`src/rtl/msaw_ram.sv`:
```
`timescale 1ns / 1ps
// ----------------------------------------------------------------------------
// msaw_ram
// generic single-port synchronous ram, registered read
// ----------------------------------------------------------------------------
module msaw_ram #(
   parameter int WIDTH = 16,
   parameter int DEPTH = 16
) (
   input  logic                     clock,
   input  logic                     wr_en,
   input  logic [$clog2(DEPTH)-1:0] addr,
   input  logic [WIDTH-1:0]         wr_data,
   output logic [WIDTH-1:0]         rd_data
);
   logic [WIDTH-1:0] mem [DEPTH];

   always_ff @(posedge clock) begin
      if (wr_en) begin
         mem[addr] <= wr_data;
      end
      rd_data <= mem[addr];
   end
endmodule

```
`config.mk`:
```
export PLATFORM = sky130hd
export DESIGN_NAME = msaw_ram
export DESIGN_NICKNAME = d
export VERILOG_FILES = /design/src/rtl/msaw_ram.sv
export SDC_FILE = /design/constraint.sdc
export NUM_CORES = 1
export LEC_CHECK = 0
export BUFFER_PORTS_ARGS = -buffer_cell sky130_fd_sc_hd__clkbuf_2
export CORE_MARGIN = 2
export CORE_UTILIZATION = 65
export DETAILED_ROUTE_END_ITERATION = 6
export GPL_ROUTABILITY_DRIVEN = 1
export PLACE_DENSITY = 0.83
export SKIP_CTS_REPAIR_TIMING = 1
export SLEW_MARGIN = 30
export SYNTH_ARGS = -nofsm -noshare
export SYNTH_HDL_FRONTEND = slang
export SYNTH_SLANG_ARGS = --single-unit
```
`constraint.sdc`:
```
create_clock -name clock -period 5.6 [get_ports clock]
set_input_delay 0.56 -clock clock [delete_from_list [all_inputs] [get_ports clock]]
set_output_delay 0.56 -clock clock [all_outputs]
set_load 0.01 [all_outputs]
```
Yosys cells after proc, flatten, opt, wreduce, memory -nomap -nowiden

Memories as Yosys holds them, arrays and structs flattened. A register that Yosys moved wholly into a read port is not among the register bits.
Cells that the tools add are included.

Bits in registers: 0
RAM bits: 256
Input bits: 22
Output and inout port bits: 16
Memories: 1

Mux-type cells: 2

Memory list:

| memory | depth | bits a word | rd ports | clocked after Yosys merged registers in | wr ports | line | RTL |
|---|---|---|---|---|---|---|---|
| mem    | 16    | 16          | 1        | 1                                       | 1        | 16   | `logic [WIDTH-1:0] mem [DEPTH];` |

Operator list:

| kind    | count |
|---|---|
| $mux W1 | 2 |

Longest topological paths before layout

Gate-level depths: netlist (run 1).

Word-level depth: 2
Gate-level depth with buffers: 5
Depth with buffers taken out: 3

Least setup slack after synthesis (run 1)

Ideal clock, no wire load.

Path kind: input-to-reg
Start: input addr[2]
End: memory mem[0][0], enable pin
Setup time: 0.409 ns
Arrival time: 2.206 ns
Slack: 2.985 ns
Cell stages on the path: 2
Path buffers: 0
Path through: or3b_2 nor3_1

RTL lines:

| item            | line | RTL |
|---|---|---|
| start, declared | 12   | `input logic [$clog2(DEPTH)-1:0] addr,` |
| end, declared   | 16   |  |

No word-level cell before the write port.

==> results of run 1 <==
## per-layer routing
| layer | wire (um) | global-route usage (%) |
|---|---|---|
| met1 | 7690 | 38.0 |
| met2 | 10300 | 41.5 |
| met3 | 2020 | 5.88 |
| met4 | 605 | 9.37 |
| met5 | 0 | 0 |
## cell families after synthesis
logic type	count (synthesis)	share of synthesized area, %
flops	272	79.9
compound gates	32	2.40
mux	64	14.5
simple gates	43	1.92
buf+inv	23	1.34
## through the flow
stage | hold WS (ns) | instance area, sq um | setup WS [ns]
after floorplan | 0.635 | 10000 | 2.98
after global placement | 0.649 | 10400 | 2.73
after detailed placement | 0.656 | 10500 | 2.69
after CTS | 0.435 | 11300 | 3.15
after global routing | 0.468 | 11300 | 3.00
final | 0.452 | 11300 | 3.25
## final timing paths
check	from	end	slack, ns	depth (start not counted)
setup reg to reg	mem[3][14]	rd_data[14]	4.24	3
hold reg to reg	mem[12][6]	rd_data[6]	0.67	3
setup / recovery	addr[0]	rd_data[2]	3.25	5
hold / removal	wr_data[2]	mem[10][2]	0.45	1
## worst max-delay path, delay by kind of cell
kind / cells / cell delay (ns)
buf+inv: 2 / 1.19
mux: 1 / 0.66
compound gates: 1 / 0.24
simple gates: 1 / 0.07
## state kept, by name, summed over array words and instances (netlist names)
signal and cells:
mem 256, rd_data 16
## power breakdown
part / switching [W] / internal (W)
Sequential: 0.0000158 / 0.00228
Clock: 0.000700 / 0.000952
Combinational: 0.000122 / 0.0000810
## cell type report
class	count	area, sq um	area share (%)
multi-input cells	139	1990	17.6
clock buffers	41	778	6.88
repair buffers	47	263	2.32
well taps	188	235	2.08
clock inverters	7	37.5	0.332
flip-flops and latches	272	8010	70.8
## cell usage in the layout (no fill, tap or decap), drive strengths merged
cell | synthesis | layout
nand2 | 17 | 17
a22oi | 32 | 32
nand2b | 2 | 2
nor3 | 4 | 4
clkinv | 0 | 5
mux4 | 64 | 64
nor2b | 2 | 2
and2 | 1 | 1
or3b | 1 | 1
dfxtp | 16 | 16
nor2 | 13 | 13
edfxtp | 256 | 256
buf | 9 | 12
clkinvlp | 0 | 2
clkbuf | 14 | 76
nand3 | 1 | 1
nand3b | 2 | 2
==> results.txt, run 1 <==
Final Max Tran Viols: 0
Max Fclk: 425 MHz
ANT cells: 0
RSZ-0062 raised after global routing: false
Root buf cell: clkbuf_16
DRC: 0
Vias per cell: 6.80
Post-layout util: 74.7%
Routed Antenna Nets: 0
Gr ovfl total: 0
CP most frequent cell: buf_4
GRT Total Usage: 26.5%
Status: finished, final reports clean
Mean Syn Cell Area: 23.1 sq um
Die area: 16400 sq um
Ys flop type: edfxtp_1
Final hold violations: 0
I/O Buffers: 37
FF+latch count, synth: 272
Critical path startpoint category: primary input
Setup Skew: 0.0121 ns
Synthesized Nets: 456
Via count: 4721
Async SR Flop Fraction: 0%
Vias in the first global route: 4949
Synth warn: 0
Area grow syn2layout: 12.8%
Starting Density: 66.2%
Finished Layout Cells: 694
Final HPWL DP: 10200 um
Crit Path Class: primary input to register
CP peak stage delay: 0.68 ns
Clock Path Buffers: 3
Clock-pin slew on the worst setup and hold paths: 0.06 ns
Max-cap violations: 0
CORE AREA: 15100 sq um
CTS Buf Count: 26
Layout cells sized above 1: 32.2%
CTS tree: yes
Placed cells: 646
Most frequent cells after synthesis: edfxtp_1 (256), mux4_2 (62), a22oi_1 (32)
Crit-path slowest cell: buf_4
Worst-margin pin slew: 1.03 ns
CTS H-tree depth: 1
Routed wire length: 20600 um
Fin Setup TNS: 0 ns
Crit path required time: 6.00 ns
Yosys top cell area share: 76.7%
Drt wl/cell: 29.7 um
Crit-path cells: buf_4, buf_4, mux4_1, a22oi_1, nand2_1
Fin crit period: 2.35 ns
Cell with the most instances after synthesis: edfxtp_1
Largest area contributor in the netlist: edfxtp_1
Placer congestion estimate: 0.709
Largest net degree at the start of global routing: 69
Cell Area, Synth: 10000 sq um
Design Power: 0.00415 W
Max_slew headroom: 31.4%
Gate count after technology mapping: 434
Critical Path Fanout Max: 36
DR pass1 iterations: 5
# fillers: 751
Count of different cell masters after synthesis: 18
Die Width: 128 um
Hold crit path type: primary input to register
Layout net count: 508
Clock sinks: 272
Power Density: 367 nW/um^2
Leakage Power: 3.64 nW
First-pass GRT wire length: 30500 um
Worst skew pair latency: 0.52 ns
Final Cycle Share: 42.0%
DR iter-0 viols: 665
# setup viols final: 0
Synth top area cells: edfxtp_1 (77%), mux4_2 (14%), dfxtp_1 (3.2%)
EDFF count, synth: 256
Die height: 128 um
Maximum VDD drop: 254 uV
Initial antenna violation count: 0
CP arrival: 2.75 ns
Register area share after synthesis: 79.9%
# IOs: 38
Rows: 45
Element type at the critical path end: register
No activity file was read; power rests on OpenSTA's default activity.
==> run 2: changes to the inputs <==
--- a/config.mk
+++ b/config.mk
@@ -7,10 +7,10 @@
 export LEC_CHECK = 0
 export BUFFER_PORTS_ARGS = -buffer_cell sky130_fd_sc_hd__clkbuf_2
 export CORE_MARGIN = 2
-export CORE_UTILIZATION = 65
+export CORE_UTILIZATION = 55
 export DETAILED_ROUTE_END_ITERATION = 6
 export GPL_ROUTABILITY_DRIVEN = 1
-export PLACE_DENSITY = 0.83
+export PLACE_DENSITY = 0.75
 export SKIP_CTS_REPAIR_TIMING = 1
 export SLEW_MARGIN = 30
 export SYNTH_ARGS = -nofsm -noshare
==> constraint.sdc (replaced) <==
create_clock -name clock -period 2.1 [get_ports clock]
set_input_delay 0.21 -clock clock [delete_from_list [all_inputs] [get_ports clock]]
set_output_delay 0.21 -clock clock [all_outputs]
set_load 0.01 [all_outputs]
==> run 2 against run 1 <==
Against the previous run: largest cell class unchanged; clock power rose to 2.6 times the previous value; global-route usage fell by 4.5 points; cell count rose by 11%; sequential cell count did not move; highest routed layer unchanged.
==> results.txt, run 2 (synthesis results as in run 1) <==
Fin crit period: 1.45 ns
Via count: 4846
Rows: 49
CP arrival: 1.84 ns
Gr ovfl total: 0
Maximum VDD drop: 712 uV
DR iter-0 viols: 608
CTS tree: yes
Starting Density: 56.0%
I/O Buffers: 37
Commonest non-fill, non-tap cell in the layout: edfxtp_1
Clock sinks: 272
RR Startpoint: mem[8][15]
Placed cells: 723
# fillers: 1156
Max-cap violations: 0
Leakage Power: 3.85 nW
Clk pwr share: 39.4%
DR pass1 iterations: 4
Sw Share: 20.3%
Max FFs per register: 256
Element type at the critical path end: register
Crit path required time: 2.49 ns
Initial antenna violation count: 0
Fin Setup TNS: 0 ns
Switch Pwr: 0.00224 W
Final worst slack: 0.651 ns
Worst Hold Launch: wr_data[4]
R2R depth: 3
Power Density: 947 nW/um^2
CORE AREA: 17900 sq um
GRT Total Usage: 22.0%
Sequential Power Share: 55.4%
DRC: 0
Layout cells sized above 1: 36.0%
Cell Int Power: 0.00879 W
Final Max Tran Viols: 0
Die area: 19300 sq um
Hold Crit Depth: 1
Final Cycle Share: 69.0%
Clock-pin slew on the worst setup and hold paths: 0.06 ns
Hold crit path type: primary input to register
# IOs: 38
Final hold violations: 0
Setup Skew: 0.0108 ns
Placer congestion estimate: 0.798
Largest net degree at the start of global routing: 29
ANT cells: 0
Critical Path Fanout Max: 1
Max Fclk: 690 MHz
Commonest cells after routing, fill and taps aside: edfxtp_1 (256), mux4_2 (62), buf_4 (40)
RSZ-0062 raised after global routing: false
Logic pwr share: 5.2%
Worst path buffer plus inverter count: 0
Vias in the first global route: 5064
Die height: 139 um
Crit-path slowest cell: mux4_2
DP Worst Slack: 0.140 ns
Worst-margin pin slew: 0.646 ns
Cell family with most CP delay: multiplexers
Final HPWL DP: 12100 um
CTS H-tree depth: 1
Crit Path Class: register to register
Max_slew headroom: 57.0%
Finished Layout Cells: 771
Design Power: 0.0110 W
Critical path startpoint category: register
Critical Path Stages: 3
Vias per cell: 6.29
CTS Buf Count: 26
Root buf cell: clkbuf_16
First-pass GRT wire length: 31500 um
Largest regs: mem x256, rd_data x16
Reg with most FFs: mem
CP peak stage delay: 0.48 ns
Die Width: 139 um
# setup viols final: 0
Crit path from: mem[8][15]
Status: finished, final reports clean
Worst skew pair latency: 0.53 ns
Clock Path Buffers: 3
Crit-path cells: mux4_2, a22oi_1, nand2_1
Drt wl/cell: 26.9 um
Routed wire length: 20800 um
Layout net count: 544
Routed Antenna Nets: 0
Area grow syn2layout: 16.1%
==> run 2: cell types whose count changed in the layout (fill, tap and decap cells not counted), sizes merged <==
cell | previous run | this run
buf | 12 | 48
clkinv | 5 | 11
clkbuf | 76 | 71
clkinvlp | 2 | 0
bufinv | 0 | 1
==> run 2: cell type report <==
| cell class | instances | area, sq um | area share [%] |
|---|---|---|---|
| sequential | 272 | 8010 | 68.8 |
| tap | 229 | 287 | 2.46 |
| clock buffer | 36 | 709 | 6.09 |
| timing repair buffer | 83 | 621 | 5.33 |
| clock inverter | 12 | 77.6 | 0.666 |
| multi-input combinational | 139 | 1940 | 16.7 |
==> run 2: power groups by stage <==
stage	logic [W]	clock network [W]	registers [W]
floorplan	0.000304	0	0.00623
CTS	0.000582	0.00439	0.00611
global placement	0.000555	0	0.00621
detailed placement	0.000576	0	0.00622
finish	0.000577	0.00434	0.00611
global route	0.000622	0.00459	0.00611
==> run 2: routing by layer <==
metal	routed length [um]	part of all wire, %	vias up	track usage (%)
li1	-	-	2010	-
met1	8140	39	2527	31.8
met2	10300	50	258	35.2
met3	1710	8.3	51	3.66
met4	602	2.9	0	7.39
met5	0	0	-	0
==> run 2: per-stage QoR <==
stage          instance area [sq um]  utilization (%)  hold WS (ns)
2_1_floorplan                  10000                -         0.309
5_1_grt                        11600             65.0         0.108
3_5_place_dp                   10900             60.6         0.597
6_report                       11600             65.0        0.0776
4_1_cts                        11600             65.0        0.0793
3_3_place_gp                   10900             60.6         0.583
==> run 2: final timing paths <==
check / slack [ns] / to
setup / recovery: 0.65 / rd_data[15]
hold / removal: 0.08 / mem[11][4]
setup reg to reg: 0.65 / rd_data[15]
hold reg to reg: 0.67 / rd_data[5]
