### src/rtl/msaw_div.sv
`timescale 1ns / 1ps
// ----------------------------------------------------------------------------
// msaw_div
// restoring divider, one quotient bit per cycle
// ----------------------------------------------------------------------------
module msaw_div #(
   parameter int NUM_BITS = 27,
   parameter int DEN_BITS = 10
) (
   input  logic                clock,
   input  logic                reset,
   input  logic                start,
   input  logic [NUM_BITS-1:0] num,
   input  logic [DEN_BITS-1:0] den,
   output logic                done,
   output logic [NUM_BITS-1:0] quot
);
   localparam int CntBits = $clog2(NUM_BITS + 1);

   logic [NUM_BITS-1:0] quot_ff, quot_in;
   logic [DEN_BITS:0]   rem_ff, rem_in;
   logic [DEN_BITS-1:0] den_ff, den_in;
   logic [CntBits-1:0]  cnt_ff, cnt_in;
   logic                busy_ff, busy_in, done_ff, done_in;
   logic [DEN_BITS+1:0] trial;

   always_comb begin
      quot_in = quot_ff;
      rem_in  = rem_ff;
      den_in  = den_ff;
      cnt_in  = cnt_ff;
      busy_in = busy_ff;
      done_in = 1'b0;
      trial   = '0;
      if (start) begin
         quot_in = num;
         rem_in  = '0;
         den_in  = den;
         cnt_in  = CntBits'(NUM_BITS);
         busy_in = 1'b1;
      end else if (busy_ff) begin
         trial = {rem_ff, quot_ff[NUM_BITS-1]} - {2'b00, den_ff};
         if (!trial[DEN_BITS+1]) begin
            rem_in  = trial[DEN_BITS:0];
            quot_in = {quot_ff[NUM_BITS-2:0], 1'b1};
         end else begin
            rem_in  = {rem_ff[DEN_BITS-1:0], quot_ff[NUM_BITS-1]};
            quot_in = {quot_ff[NUM_BITS-2:0], 1'b0};
         end
         cnt_in = cnt_ff - 1'b1;
         if (cnt_ff == CntBits'(1)) begin
            busy_in = 1'b0;
            done_in = 1'b1;
         end
      end
   end

   always_ff @(posedge clock) begin
      if (reset) begin
         busy_ff <= 1'b0;
         done_ff <= 1'b0;
         cnt_ff  <= '0;
      end else begin
         busy_ff <= busy_in;
         done_ff <= done_in;
         cnt_ff  <= cnt_in;
      end
      quot_ff <= quot_in;
      rem_ff  <= rem_in;
      den_ff  <= den_in;
   end

   assign done = done_ff;
   assign quot = quot_ff;
endmodule

### config.mk
export PLATFORM = sky130hd
export DESIGN_NAME = msaw_div
export DESIGN_NICKNAME = d
export VERILOG_FILES = /design/src/rtl/msaw_div.sv
export SDC_FILE = /design/constraint.sdc
export NUM_CORES = 1
export LEC_CHECK = 0
export ABC_AREA = 0
export BUFFER_PORTS_ARGS = -buffer_cell sky130_fd_sc_hd__clkbuf_2
export CORE_AREA = 2 2 59 117
export DETAILED_ROUTE_END_ITERATION = 10
export DIE_AREA = 0 0 61 119
export GPL_ROUTABILITY_DRIVEN = 0
export GPL_TIMING_DRIVEN = 0
export HOLD_SLACK_MARGIN = 0.08
export PLACE_DENSITY_LB_ADDON = 0.1
export RECOVER_POWER = 100
export SYNTH_ARGS = -nofsm -noshare
export SYNTH_HDL_FRONTEND = slang
export SYNTH_SLANG_ARGS = --single-unit
export TNS_END_PERCENT = 5
### constraint.sdc
create_clock -name clock -period 4 [get_ports clock]
set_clock_uncertainty 0.1 [all_clocks]
set_input_delay 0 -clock clock [delete_from_list [all_inputs] [get_ports clock]]
set_output_delay 0 -clock clock [all_outputs]
set_load 0.02 [all_outputs]
# After elaboration in Yosys (flattened, before gate mapping)
# Cells that the tools add are included.
# word_totals
out_inout_bits	28
register_bits	55
# classes
reduce_logical	3
bitwise	1
n_mux	10
n_addsub	2
eq_ne	1
# ops
operator	count
$mux 27	2
$sub 12x10->12	1
$mux 11	1
$mux 5	2
$eq 5x1->1 const B	1
$mux 1	5
$sub 5x1->5 const B	1
$reduce_or 3->1	1
$reduce_bool 2->1	1
$reduce_or 2->1	1
$not 1->1	1

# Longest topological paths before layout
# Gate-level depths: netlist of run 1.
# depth
depth_word	4
mapped_depth	10
ltp_nobuf	10

# Least setup slack after synthesis of run 1
# Ideal clock, no wire load.
# synth_timing
path_type	register to register
startpoint	register quot_ff[26] (netlist: quot[26])
endpoint	register rem_ff[10]
arrival_time_ns	2.363
n_path_buf	1
slack_ns	1.477
stages_incl_launch_ff	10
setup_ns	0.060
t_required_ns	3.840
path_cell_list	edfxtp_1 > inv_1 > ha_1 > nor2b_1 > o31ai_1 > or4b_4 > and3_1 > buf_6 > o41ai_2 > a221o_1
# synth_between
elab_chain_cells	2
# synth_rtl
element	line	text
start, declared	20	logic [NUM_BITS-1:0] quot_ff, quot_in;
start signal, assigned	68	quot_ff <= quot_in;
$sub 12x10->12	42	trial = {rem_ff, quot_ff[NUM_BITS-1]} - {2'b00, den_ff};
$mux 11	43	if (!trial[DEN_BITS+1]) begin
end signal, assigned	69	rem_ff <= rem_in;
end, declared	21	logic [DEN_BITS:0] rem_ff, rem_in;
# No other way between the ends.
# A chain may end at the register's enable or synchronous reset.

# Worst setup path after layout of run 1
# layout_timing
startpoint	register den_ff[1]
endpoint	register rem_ff[3]
# layout_between
elab_chain_cells	2
# layout_rtl
element	line	text
start, declared	22	logic [DEN_BITS-1:0] den_ff, den_in;
start signal, assigned	70	den_ff <= den_in;
$sub 12x10->12	42	
$mux 11	43	
# No other way between the ends.

==> results of run 1 <==
state kept, by name, summed over array words and instances (netlist names):
signal and count:
busy_ff 1, quot 27, cnt_ff 5, rem_ff 11
done 1, den_ff 10
cell families after synthesis:
kind of cell | count (synthesis) | synth area share
AOI/OAI and AO/OA | 46 | 0.1192
and+or+nand+nor | 62 | 0.1156
xor gates and xnor gates | 11 | 0.03452
adders and majority gates | 13 | 0.06096
muxes | 26 | 0.1049
buffers and inverters | 26 | 0.03765
DFF | 55 | 0.5271
worst max-delay path by stage:
stage                        startpoint                       to  cells past startpoint
floorplan            quot[26]$_DFFE_PP_  rem_ff[10]$_SDFFE_PP0P_                      9
global placement    den_ff[1]$_DFFE_PP_   rem_ff[2]$_SDFFE_PP0P_                      9
detailed placement  den_ff[1]$_DFFE_PP_   rem_ff[2]$_SDFFE_PP0P_                      9
CTS                 den_ff[1]$_DFFE_PP_   rem_ff[2]$_SDFFE_PP0P_                      9
global route        den_ff[1]$_DFFE_PP_   rem_ff[3]$_SDFFE_PP0P_                      9
finish              den_ff[1]$_DFFE_PP_   rem_ff[3]$_SDFFE_PP0P_                      9
critical path, delay by kind of cell, from the launching register on:
kind / cells / cell delay [ps]
AOI/OAI and AO/OA: 2 / 610
adders and majority gates: 1 / 230
DFF: 1 / 350
buffers and inverters: 2 / 280
and+or+nand+nor: 4 / 1310
area by class of cell:
type,instances,share of cell area
plain buffers,10,0.01012
flip-flops and latches,55,0.3969
inverters,16,0.01620
multi-input cells,158,0.3240
well taps,88,0.02970
clock inverters,2,0.002362
repair buffers,106,0.1860
clock buffers,6,0.03476
cells in the final DEF (no fill, tap or decap), drive strengths merged, types with 2 or more instances in the layout:
cell | netlist | final
nor3 | 5 | 5
or3 | 2 | 2
ha | 12 | 12
clkbuf | 8 | 82
nor2 | 17 | 17
and3 | 2 | 2
a21oi | 10 | 10
nand4 | 4 | 4
nand2b | 2 | 2
mux2 | 26 | 26
o31ai | 4 | 4
dlygate4sd3 | 0 | 39
inv | 16 | 16
nor2b | 3 | 3
nand2 | 14 | 14
a31oi | 2 | 2
dfxtp | 18 | 18
or4b | 2 | 2
nand3 | 5 | 5
edfxtp | 37 | 37
a21boi | 2 | 2
clkinv | 0 | 2
a21o | 4 | 4
o21ai | 6 | 6
o221ai | 2 | 2
o211ai | 2 | 2
a311oi | 3 | 3
xor2 | 9 | 9
xnor2 | 2 | 2
power by group through the flow:
stage	clock network, mW	logic, mW	registers (mW)
finish	0.417	0.274	0.690
global route	0.450	0.303	0.697
CTS	0.429	0.285	0.691
detailed placement	0	0.253	0.703
global placement	0	0.249	0.700
floorplan	0	0.136	0.735
metal layers:
layer,global-route usage,vias to the layer above,wire [um]
li1,-,1112,-
met5,0,-,0
met1,0.2418,1070,2611
met4,0.07337,0,129
met3,0.03692,9,205
met2,0.3145,50,3329
repair_timing:
action	CTS	global route
buffers inserted	0	0
hold buffers	39	0
endpoints found under the hold margin	54	0
==> results.txt, run 1 <==
----------------------------------------------------
[Outcome]
  Result of the run ... finished clean

[Drt]
  Iteration count of the initial detailed-routing pass ... 4
  Remaining DRCs ... 0
  Total via count after detailed routing ... 2241
  Initial DRC count ... 109
  Total wirelength of the detailed-routed design ... 6276 um
  Wirelength per Cell ... between 10 and 15 um
  Number of routed nets with antenna violations ... 0
  Average vias per placed instance ... around 5.1

[Timing]
  Worst rel slew slack ... 0.3137
  RSZ-0062 raised after global routing ... false
  Worst hold margin ... 315.7 ps
  Post-layout worst setup margin ... 974.6 ps
  Pins Over Slew Limit ... 0
  Maximum achievable frequency ... 330.5 MHz
  Minimum period implied by the final worst setup slack ... 3025 ps
  Slew at the pin with the worst max-slew slack ... a little over 1000 ps
  Setup TNS after final layout ... 0 ps
  Crit share post-route ... 0.7564
  Finish-stage setup viols ... 0
  Final hold violations ... 0

[Clock tree]
  TritonCTS clock tree ... built
  Clock transition time at the flip-flop clock pins of the worst setup and hold paths ... ~60 ps
  Root buffer cell ... clkbuf_16
  Buffer levels on the longest clock path ... 2
  Clock Latency Late Sink ... 290 ps
  Clock Sinks ... 55
  Number of levels the H-tree was split into ... 2
  Inserted Clock Buffers ... 5
  Total of cells resized after clock tree synthesis ... 0

[Power]
  Switching power summed over all nets ... 366.3 uW
  Worst ir drop on vdd ... 255.0 uV
  Power per standard cell area ... 372.7 nW/um^2
  Comb power frac ... 0.198
  Clock Power Share ... 0.302
  Cell Int Power ... slightly above 1 mW
  PnR Total Power ... ~1.4 mW
  Switching share of power ... 0.2651
  Part of the total power dissipated in sequential elements ... 0.500
  Leakage power figure ... approximately 1.5 nW

[Synthesis]
  Syn Nets ... 292
  Syn Std Cell Area ... 2791 um^2
  Ys flop type ... edfxtp_1
  Number of synthesis warnings ... 0
  Most frequent cell after synthesis ... edfxtp_1
  Cell type contributing the most total cell area after synthesis ... edfxtp_1
  Average size of a mapped cell ... around 12 um^2
  Sequential fraction of the synthesis area ... 0.5271
  Proportion of register bits with asynchronous set or reset after synthesis ... 0
  Number of instances in the synthesized netlist ... approximately 240
  Post-synthesis register bit count ... 55
  Proportion of netlist area held by the largest area contributor ... 0.3980
  Number of synthesized flops with an enable pin ... 37
  Netlist cell types ... 53
  Ranking of synthesized cells by instance count ... edfxtp_1 (37), dfxtp_1 (18), mux2_2 (18)
  Biggest area contributors in the synthesized netlist ... edfxtp_1 (40%), dfxtp_1 (13%), mux2_2 (7.3%)

[Global routing]
  Number of global-route vias before repair ... 2232
  Wire length of the first global-routing pass ... 10400 um
  GRT Util Overall ... 0.1919
  Maximum number of pins on one net before global-route repair ... 29
  Number of antenna violations at the first check in global routing ... 0
  Overflow left after global routing ... 0

[Worst hold path]
  Worst hold path type ... in -> reg
  Hold Path Sink ... den_ff[9]$_DFFE_PP_
  Origin of the worst min-delay path ... den[9]
  Min-Delay Path Depth ... 2

[Placed design]
  HPWL after detailed placement ... 4389 um
  Post-place instance area ... 3237 um^2
  Worst setup timing slack at the placement stage ... 1209 ps
  IO buf count ... 67
  Cell count after placement ... around 390

[Floorplanning]
  Full die area ... 7259 um^2
  Area of the core region ... approximately 6500 um^2
  Starting utilization of the core area ... 0.4319
  Num ports ... 68
  Number of placement rows ... 42
  Width of the chip ... 61 um
  Overall die height ... 119 um

[Critical path]
  Register-to-Register Setup Slack ... 970 ps
  Endpoint of the lowest-slack register-to-register path ... rem_ff[3]$_SDFFE_PP0P_
  Reg2Reg Depth ... 9
  Peak fanout along the critical path ... 7
  Critical Path, Cell by Cell ... inv_1 > ha_1 > nor2b_1 > o31ai_1 > or4b_1 > and3_1 > clkbuf_1 > nor2_1 > o311ai_0
  Crit path largest cell delay ... about 570 ps
  Signal arrival time at the worst endpoint ... 3080 ps
  Crit start category ... flip-flop
  Worst setup path category ... reg -> reg
  Startpoint of the lowest-slack register-to-register path ... den_ff[1]$_DFFE_PP_
  Crit path capture type ... flip-flop
  Slowest stage cell, crit path ... or4b_1
  Req. time, crit path ... 4060 ps

[Cells and area]
  Nets@finish ... slightly above 400
  Proportion of layout cells with a drive suffix above 1 ... 0.1785
  Post-route non-filler standard cell count ... around 440
  Final core area utilization ... 0.5736
  Count of fill cells added during filler insertion ... 597
  Final design area excluding fillers ... 3707 um^2
  Total area of sequential cells ... ~1500 um^2
  Multi-input logic area ... 1201 um^2
  Antenna cells ... 0
  Area added between synthesis and finish ... 32.81%

[Flow run]
  Max_cap viols ... 0

----------------------------------------------------
(Power assumes the default switching activity.)
==> run 2, diff against run 1 <==
==> constraint.sdc (replaced) <==
create_clock -name clock -period 2.9 [get_ports clock]
set_clock_uncertainty 0.1 [all_clocks]
set_input_delay 0 -clock clock [delete_from_list [all_inputs] [get_ports clock]]
set_output_delay 0 -clock clock [all_outputs]
set_load 0.02 [all_outputs]
==> run 2 against run 1 <==
Net effect:
- non-clock buffer count unchanged
- via count down 0.31%
- first-iteration DRC count down 2.8%
- register-to-register slack worse by 780 ps
- sequential power up 38%
- setup slack worse by 780 ps
- clock-buffer cell count unchanged
- total power up 38%
- critical path type unchanged
- highest routed layer unchanged
==> results.txt, run 2 (same netlist as run 1, synthesis figures left out) <==
----------------------------------------------------
[Drt]
  Total wirelength of the detailed-routed design ... 6292 um
  Total via count after detailed routing ... 2234
  Average vias per placed instance ... approximately 5
  Met3 layer wire length in the routed design ... 180 um
  Number of routed nets with antenna violations ... 0
  DR WL met2 ... 3342 um
  Wirelength per Cell ... 14.27 um
  Initial DRC count ... 106
  Uppermost routed layer ... met4
  Met1 Routed Length ... 2638 um
  Iteration count of the initial detailed-routing pass ... 4
  Remaining DRCs ... 0

[Worst hold path]
  Worst hold path type ... in -> reg
  Origin of the worst min-delay path ... den[9]

[Critical path]
  Slowest stage cell, crit path ... or4b_4
  Signal arrival time at the worst endpoint ... 2850 ps
  Register-to-Register Setup Slack ... 190 ps
  Count of cell instances traversed by the critical path ... 9
  Startpoint of the most critical setup path ... den_ff[1]$_DFFE_PP_
  Req. time, crit path ... roughly 3000 ps
  Worst setup path category ... reg -> reg
  Crit path largest cell delay ... 540 ps
  Crit path capture type ... flip-flop
  Endpoint of the lowest-slack register-to-register path ... rem_ff[10]$_SDFFE_PP0P_
  Buffers and inverters on the worst path ... 2
  Crit start category ... flip-flop
  Peak fanout along the critical path ... 7
  Critical Path, Cell by Cell ... inv_1 > ha_1 > nor2b_1 > o31ai_2 > or4b_4 > and3_1 > clkbuf_2 > o41ai_2 > a221o_1
  Reg2Reg Depth ... 9
  Gate family responsible for the most delay along the worst path ... simple AND/OR/NAND/NOR gates
  Setup crit end ... rem_ff[10]$_SDFFE_PP0P_
  Startpoint of the lowest-slack register-to-register path ... den_ff[1]$_DFFE_PP_

[Timing]
  Pins Over Slew Limit ... 0
  Finish-stage setup viols ... 0
  Slew at the pin with the worst max-slew slack ... around 1000 ps
  Worst rel slew slack ... 0.3151
  Maximum achievable frequency ... about 370 MHz
  RSZ-0062 raised after global routing ... false
  Worst hold margin ... 314.9 ps
  Minimum period implied by the final worst setup slack ... 2710 ps
  Setup TNS after final layout ... 0 ps
  Crit share post-route ... 0.9344
  Post-layout worst setup margin ... 190.2 ps
  Final hold violations ... 0

[Global routing]
  Maximum number of pins on one net before global-route repair ... 29
  Number of antenna violations at the first check in global routing ... 0
  Number of global-route vias before repair ... 2232
  GRT Util Overall ... 0.1919
  Wire length of the first global-routing pass ... 10400 um
  Overflow left after global routing ... 0

[Cells and area]
  Area added between synthesis and finish ... 33.53%
  Flip-flop count of the largest register after layout ... 27
  Nets@finish ... 405
  Proportion of layout cells with a drive suffix above 1 ... 0.1926
  Antenna cells ... 0
  Top library cells by usage in the layout, fill and taps aside ... clkbuf_2 (39), dlygate4sd3_1 (39), clkbuf_1 (38)
  Count of fill cells added during filler insertion ... 596
  Final core area utilization ... 0.5767

[Clock tree]
  Clock transition time at the flip-flop clock pins of the worst setup and hold paths ... 70 ps
  Clock Latency Late Sink ... 290 ps
  Inserted Clock Buffers ... 5
  TritonCTS clock tree ... built
  Clock Sinks ... 55
  Number of levels the H-tree was split into ... 2
  Post-CTS Setup Bufs ... 0
  Root buffer cell ... clkbuf_16
  Buffer levels on the longest clock path ... 2

[Power]
  Switching share of power ... 0.2659
  Cell Int Power ... 1.403 mW
  PnR Total Power ... 1.912 mW
  Power per standard cell area ... 512.9 nW/um^2
  Leakage power figure ... between 1.5 and 2 nW
  Worst ir drop on vdd ... 351.8 uV
  Switching power summed over all nets ... between 500 and 600 uW
  Clock Power Share ... 0.302
  Part of the total power dissipated in sequential elements ... 0.498
  Comb power frac ... 0.200

[Floorplanning]
  Width of the chip ... 61 um
  Starting utilization of the core area ... 0.4319
  Num ports ... 68
  Area of the core region ... about 6500 um^2
  Number of placement rows ... between 40 and 50
  Full die area ... 7259 um^2
  Overall die height ... 119 um

[Placed design]
  HPWL after detailed placement ... 4389 um
  Worst setup timing slack at the placement stage ... 109.2 ps
  IO buf count ... 67

[Outcome]
  Result of the run ... finished clean

[Flow run]
  Max_cap viols ... 0

----------------------------------------------------
run 2: what timing repair did:
| item | 4_1_cts | 5_1_grt |
|---|---|---|
| hold endpoints to repair | 54 | 0 |
| resized for setup | 0 | 1 |
| hold buffers | 39 | 0 |
| endpoints found under the setup margin | 0 | 11 |
run 2: final cells by class:
| class | instances | area [um^2] | share of cell area |
|---|---|---|---|
| Buffer | 10 | 38.79 | 0.01041 |
| Clock buffer | 6 | 128.9 | 0.03458 |
| Clock inverter | 2 | 8.758 | 0.002350 |
| Inverter | 16 | 60.06 | 0.01611 |
| Multi-Input combinational cell | 158 | 1220 | 0.3273 |
| Sequential cell | 55 | 1471 | 0.3948 |
| Tap cell | 88 | 110.1 | 0.02954 |
| Timing Repair Buffer | 106 | 689.4 | 0.1850 |
run 2: per-stage QoR:
stage	cell area (um^2)	std cells
finish	3727	441
global route	3727	441
CTS	3765	441
detailed placement	3237	394
global placement	3237	394
floorplan	2791	239
run 2: how the worst min path moves through the flow:
stage,endpoint,cells after the start
floorplan,busy_ff$_SDFF_PP0_,1
global placement,den_ff[3]$_DFFE_PP_,1
detailed placement,den_ff[3]$_DFFE_PP_,1
CTS,den_ff[2]$_DFFE_PP_,2
global route,den_ff[8]$_DFFE_PP_,2
finish,den_ff[9]$_DFFE_PP_,2
run 2: power by group through the flow:
| stage | Combinational (mW) | Sequential, mW | Clock, mW |
|---|---|---|---|
| 6_report | 0.383 | 0.952 | 0.577 |
| 5_1_grt | 0.423 | 0.961 | 0.620 |
| 4_1_cts | 0.392 | 0.953 | 0.592 |
| 3_5_place_dp | 0.349 | 0.970 | 0 |
| 3_3_place_gp | 0.344 | 0.966 | 0 |
| 2_1_floorplan | 0.187 | 1.01 | 0 |
run 2: per-layer routing:
| metal | up-vias | global-route usage |
|---|---|---|
| met5 | - | 0 |
| met4 | 0 | 0.07337 |
| met3 | 9 | 0.03692 |
| met2 | 45 | 0.3145 |
| met1 | 1065 | 0.2418 |
| li1 | 1115 | - |
==> run 3, diff against run 2 <==
--- a/config.mk
+++ b/config.mk
@@ -13,6 +13,7 @@
 export GPL_ROUTABILITY_DRIVEN = 0
 export GPL_TIMING_DRIVEN = 0
 export HOLD_SLACK_MARGIN = 0.08
+export MAX_ROUTING_LAYER = met4
 export PLACE_DENSITY_LB_ADDON = 0.1
 export RECOVER_POWER = 100
 export SYNTH_ARGS = -nofsm -noshare
==> constraint.sdc (replaced) <==
create_clock -name clock -period 2.65 [get_ports clock]
set_clock_uncertainty 0.1 [all_clocks]
set_input_delay 0 -clock clock [delete_from_list [all_inputs] [get_ports clock]]
set_output_delay 0 -clock clock [all_outputs]
set_load 0.02 [all_outputs]
==> run 3 against run 2 <==
Net effect:
- sequential cell count stayed put
- largest power group unchanged
- total power is 9.7% higher
- clock power is 9.2% higher
- utilization is 0.62 points higher
- sequential share of layout area is 0.42 points lower
- final cell count stayed put
- first-iteration DRC count is 25% lower
- combinational power is 11% higher
- routed wire length is 0.21% lower
- cell area is 1.1% higher
- sequential power is 9% higher
==> results.txt, run 3 (same netlist as run 1, synthesis figures left out) <==
----------------------------------------------------
[Outcome]
  Result of the run ... finished clean

[Clock tree]
  Clock Sinks ... 55
  Number of levels the H-tree was split into ... 2
  Clock transition time at the flip-flop clock pins of the worst setup and hold paths ... ~70 ps
  Clock Latency Late Sink ... 290 ps
  Inserted Clock Buffers ... 5
  Buffer levels on the longest clock path ... 2
  Root buffer cell ... clkbuf_16
  TritonCTS clock tree ... built

[Critical path]
  Signal arrival time at the worst endpoint ... 2720 ps
  Req. time, crit path ... 2790 ps
  Startpoint of the most critical setup path ... rem_ff[5]$_SDFFE_PP0P_
  Worst setup path category ... reg -> reg
  Peak fanout along the critical path ... 7
  Crit path capture type ... flip-flop
  Crit path largest cell delay ... 540 ps
  Critical Path, Cell by Cell ... ha_1 > a211oi_1 > nor2_1 > or4b_4 > and3_1 > buf_6 > o41ai_4 > a221o_1
  Buffers and inverters on the worst path ... 1
  Startpoint of the lowest-slack register-to-register path ... rem_ff[5]$_SDFFE_PP0P_
  Crit start category ... flip-flop
  Gate family responsible for the most delay along the worst path ... simple AND/OR/NAND/NOR gates
  Slowest stage cell, crit path ... or4b_4

[Cells and area]
  Nets@finish ... 405
  Count of fill cells added during filler insertion ... just under 600
  Antenna cells ... 0
  Area added between synthesis and finish ... 34.96%
  Proportion of layout cells with a drive suffix above 1 ... 0.2040
  Post-route non-filler standard cell count ... 441
  Flip-flop count of the largest register after layout ... 27
  Final design area excluding fillers ... about 3800 um^2
  Top library cells by usage in the layout, fill and taps aside ... dlygate4sd3_1 (39), clkbuf_2 (39), edfxtp_1 (37)

[Floorplanning]
  Full die area ... roughly 7300 um^2
  Number of placement rows ... 42
  Starting utilization of the core area ... 0.4319
  Num ports ... 68
  Area of the core region ... approximately 6500 um^2
  Width of the chip ... 61 um
  Overall die height ... around 120 um

[Timing]
  Pins Over Slew Limit ... 0
  Worst rel slew slack ... 0.3155
  Crit share post-route ... 0.9766
  Minimum period implied by the final worst setup slack ... 2588 ps
  Post-layout worst setup margin ... 62.06 ps
  Finish-stage setup viols ... 0
  Setup TNS after final layout ... 0 ps
  Maximum achievable frequency ... 386.4 MHz
  RSZ-0062 raised after global routing ... false
  Slew at the pin with the worst max-slew slack ... 1026 ps
  Final hold violations ... 0

[Drt]
  Number of routed nets with antenna violations ... 0
  Total wirelength of the detailed-routed design ... about 6300 um
  Iteration count of the initial detailed-routing pass ... 4
  Total via count after detailed routing ... 2223
  Wirelength per Cell ... around 14 um
  Remaining DRCs ... 0
  Average vias per placed instance ... 5.041
  Initial DRC count ... 80

[Placed design]
  Post-place instance area ... between 3000 and 4000 um^2
  HPWL after detailed placement ... 4389 um
  Worst setup timing slack at the placement stage ... -140.8 ps
  IO buf count ... 67
  Cell count after placement ... 394

[Global routing]
  Number of global-route vias before repair ... 2218
  Number of antenna violations at the first check in global routing ... 0
  GRT Util Overall ... 0.1963
  Wire length of the first global-routing pass ... a little over 10000 um
  Overflow left after global routing ... 0
  Maximum number of pins on one net before global-route repair ... 29

[Power]
  PnR Total Power ... 2.097 mW
  Worst ir drop on vdd ... 384.6 uV
  Power per standard cell area ... about 560 nW/um^2
  Leakage power figure ... 1.541 nW

[Worst hold path]
  Origin of the worst min-delay path ... den[9]
  Worst hold path type ... in -> reg

[Flow run]
  Max_cap viols ... 0

----------------------------------------------------
-- run 3: cell types whose count changed in the layout (fill, tap and decap cells not counted), sizes merged --
cell | previous run | this run
clkbuf | 82 | 80
buf | 1 | 3
-- run 3: worst register-to-register path, cell delays in order (launching register included) --
cell and delay, ps:
dfxtp_1 340, ha_1 370, a211oi_1 230, nor2_1 130
or4b_4 540, and3_1 200, buf_6 140, o41ai_4 330
a221o_1 150
-- run 3: path summary, 6_finish.rpt --
check                           cells past startpoint  slack [ps]                      end
worst max-delay path                                8          60  rem_ff[10]$_SDFFE_PP0P_
worst min-delay path                                2         310      den_ff[9]$_DFFE_PP_
worst max register to register                      8          60  rem_ff[10]$_SDFFE_PP0P_
worst min register to register                      2         410   rem_ff[2]$_SDFFE_PP0P_
-- run 3: repair_timing --
action / in CTS / in global routing
endpoints found under the setup margin: 12 / 11
hold endpoints to repair: 54 / 0
hold buffers: 39 / 0
gates resized for setup: 1 / 6
pin swaps: 1 / 1
buffers inserted: 1 / 0
-- run 3: layout make-up --
class,count,area [um^2],share of cell area
Timing Repair Buffer,107,698.2,0.1853
Sequential cell,55,1471,0.3906
Multi-Input combinational cell,158,1249,0.3315
Buffer,9,41.29,0.01096
Clock buffer,6,128.9,0.03421
Tap cell,88,110.1,0.02923
Clock inverter,2,8.758,0.002325
Inverter,16,60.06,0.01594
-- run 3: through the flow --
step / hold slack (ps) / utilization
6_report: 314.5 / 0.5828
4_1_cts: 310.8 / 0.5838
3_5_place_dp: 78.62 / 0.5008
5_1_grt: 323.2 / 0.5828
2_1_floorplan: -27.62 / -
3_3_place_gp: 76.69 / 0.5008
-- run 3: power breakdown --
part | switching (mW) | total (mW) | internal, mW
Sequential | 0.0396 | 1.04 | 1.00
Combinational | 0.235 | 0.424 | 0.189
Clock | 0.284 | 0.630 | 0.346
-- run 3: routing by layer --
layer / wire, um / global-route usage / vias to the layer above
met2: 3323 / 0.3138 / 47
met1: 2642 / 0.2418 / 1046
met4: 124 / 0.07337 / 0
met3: 188 / 0.03474 / 12
li1: - / - / 1118
met5: 0 / - / -
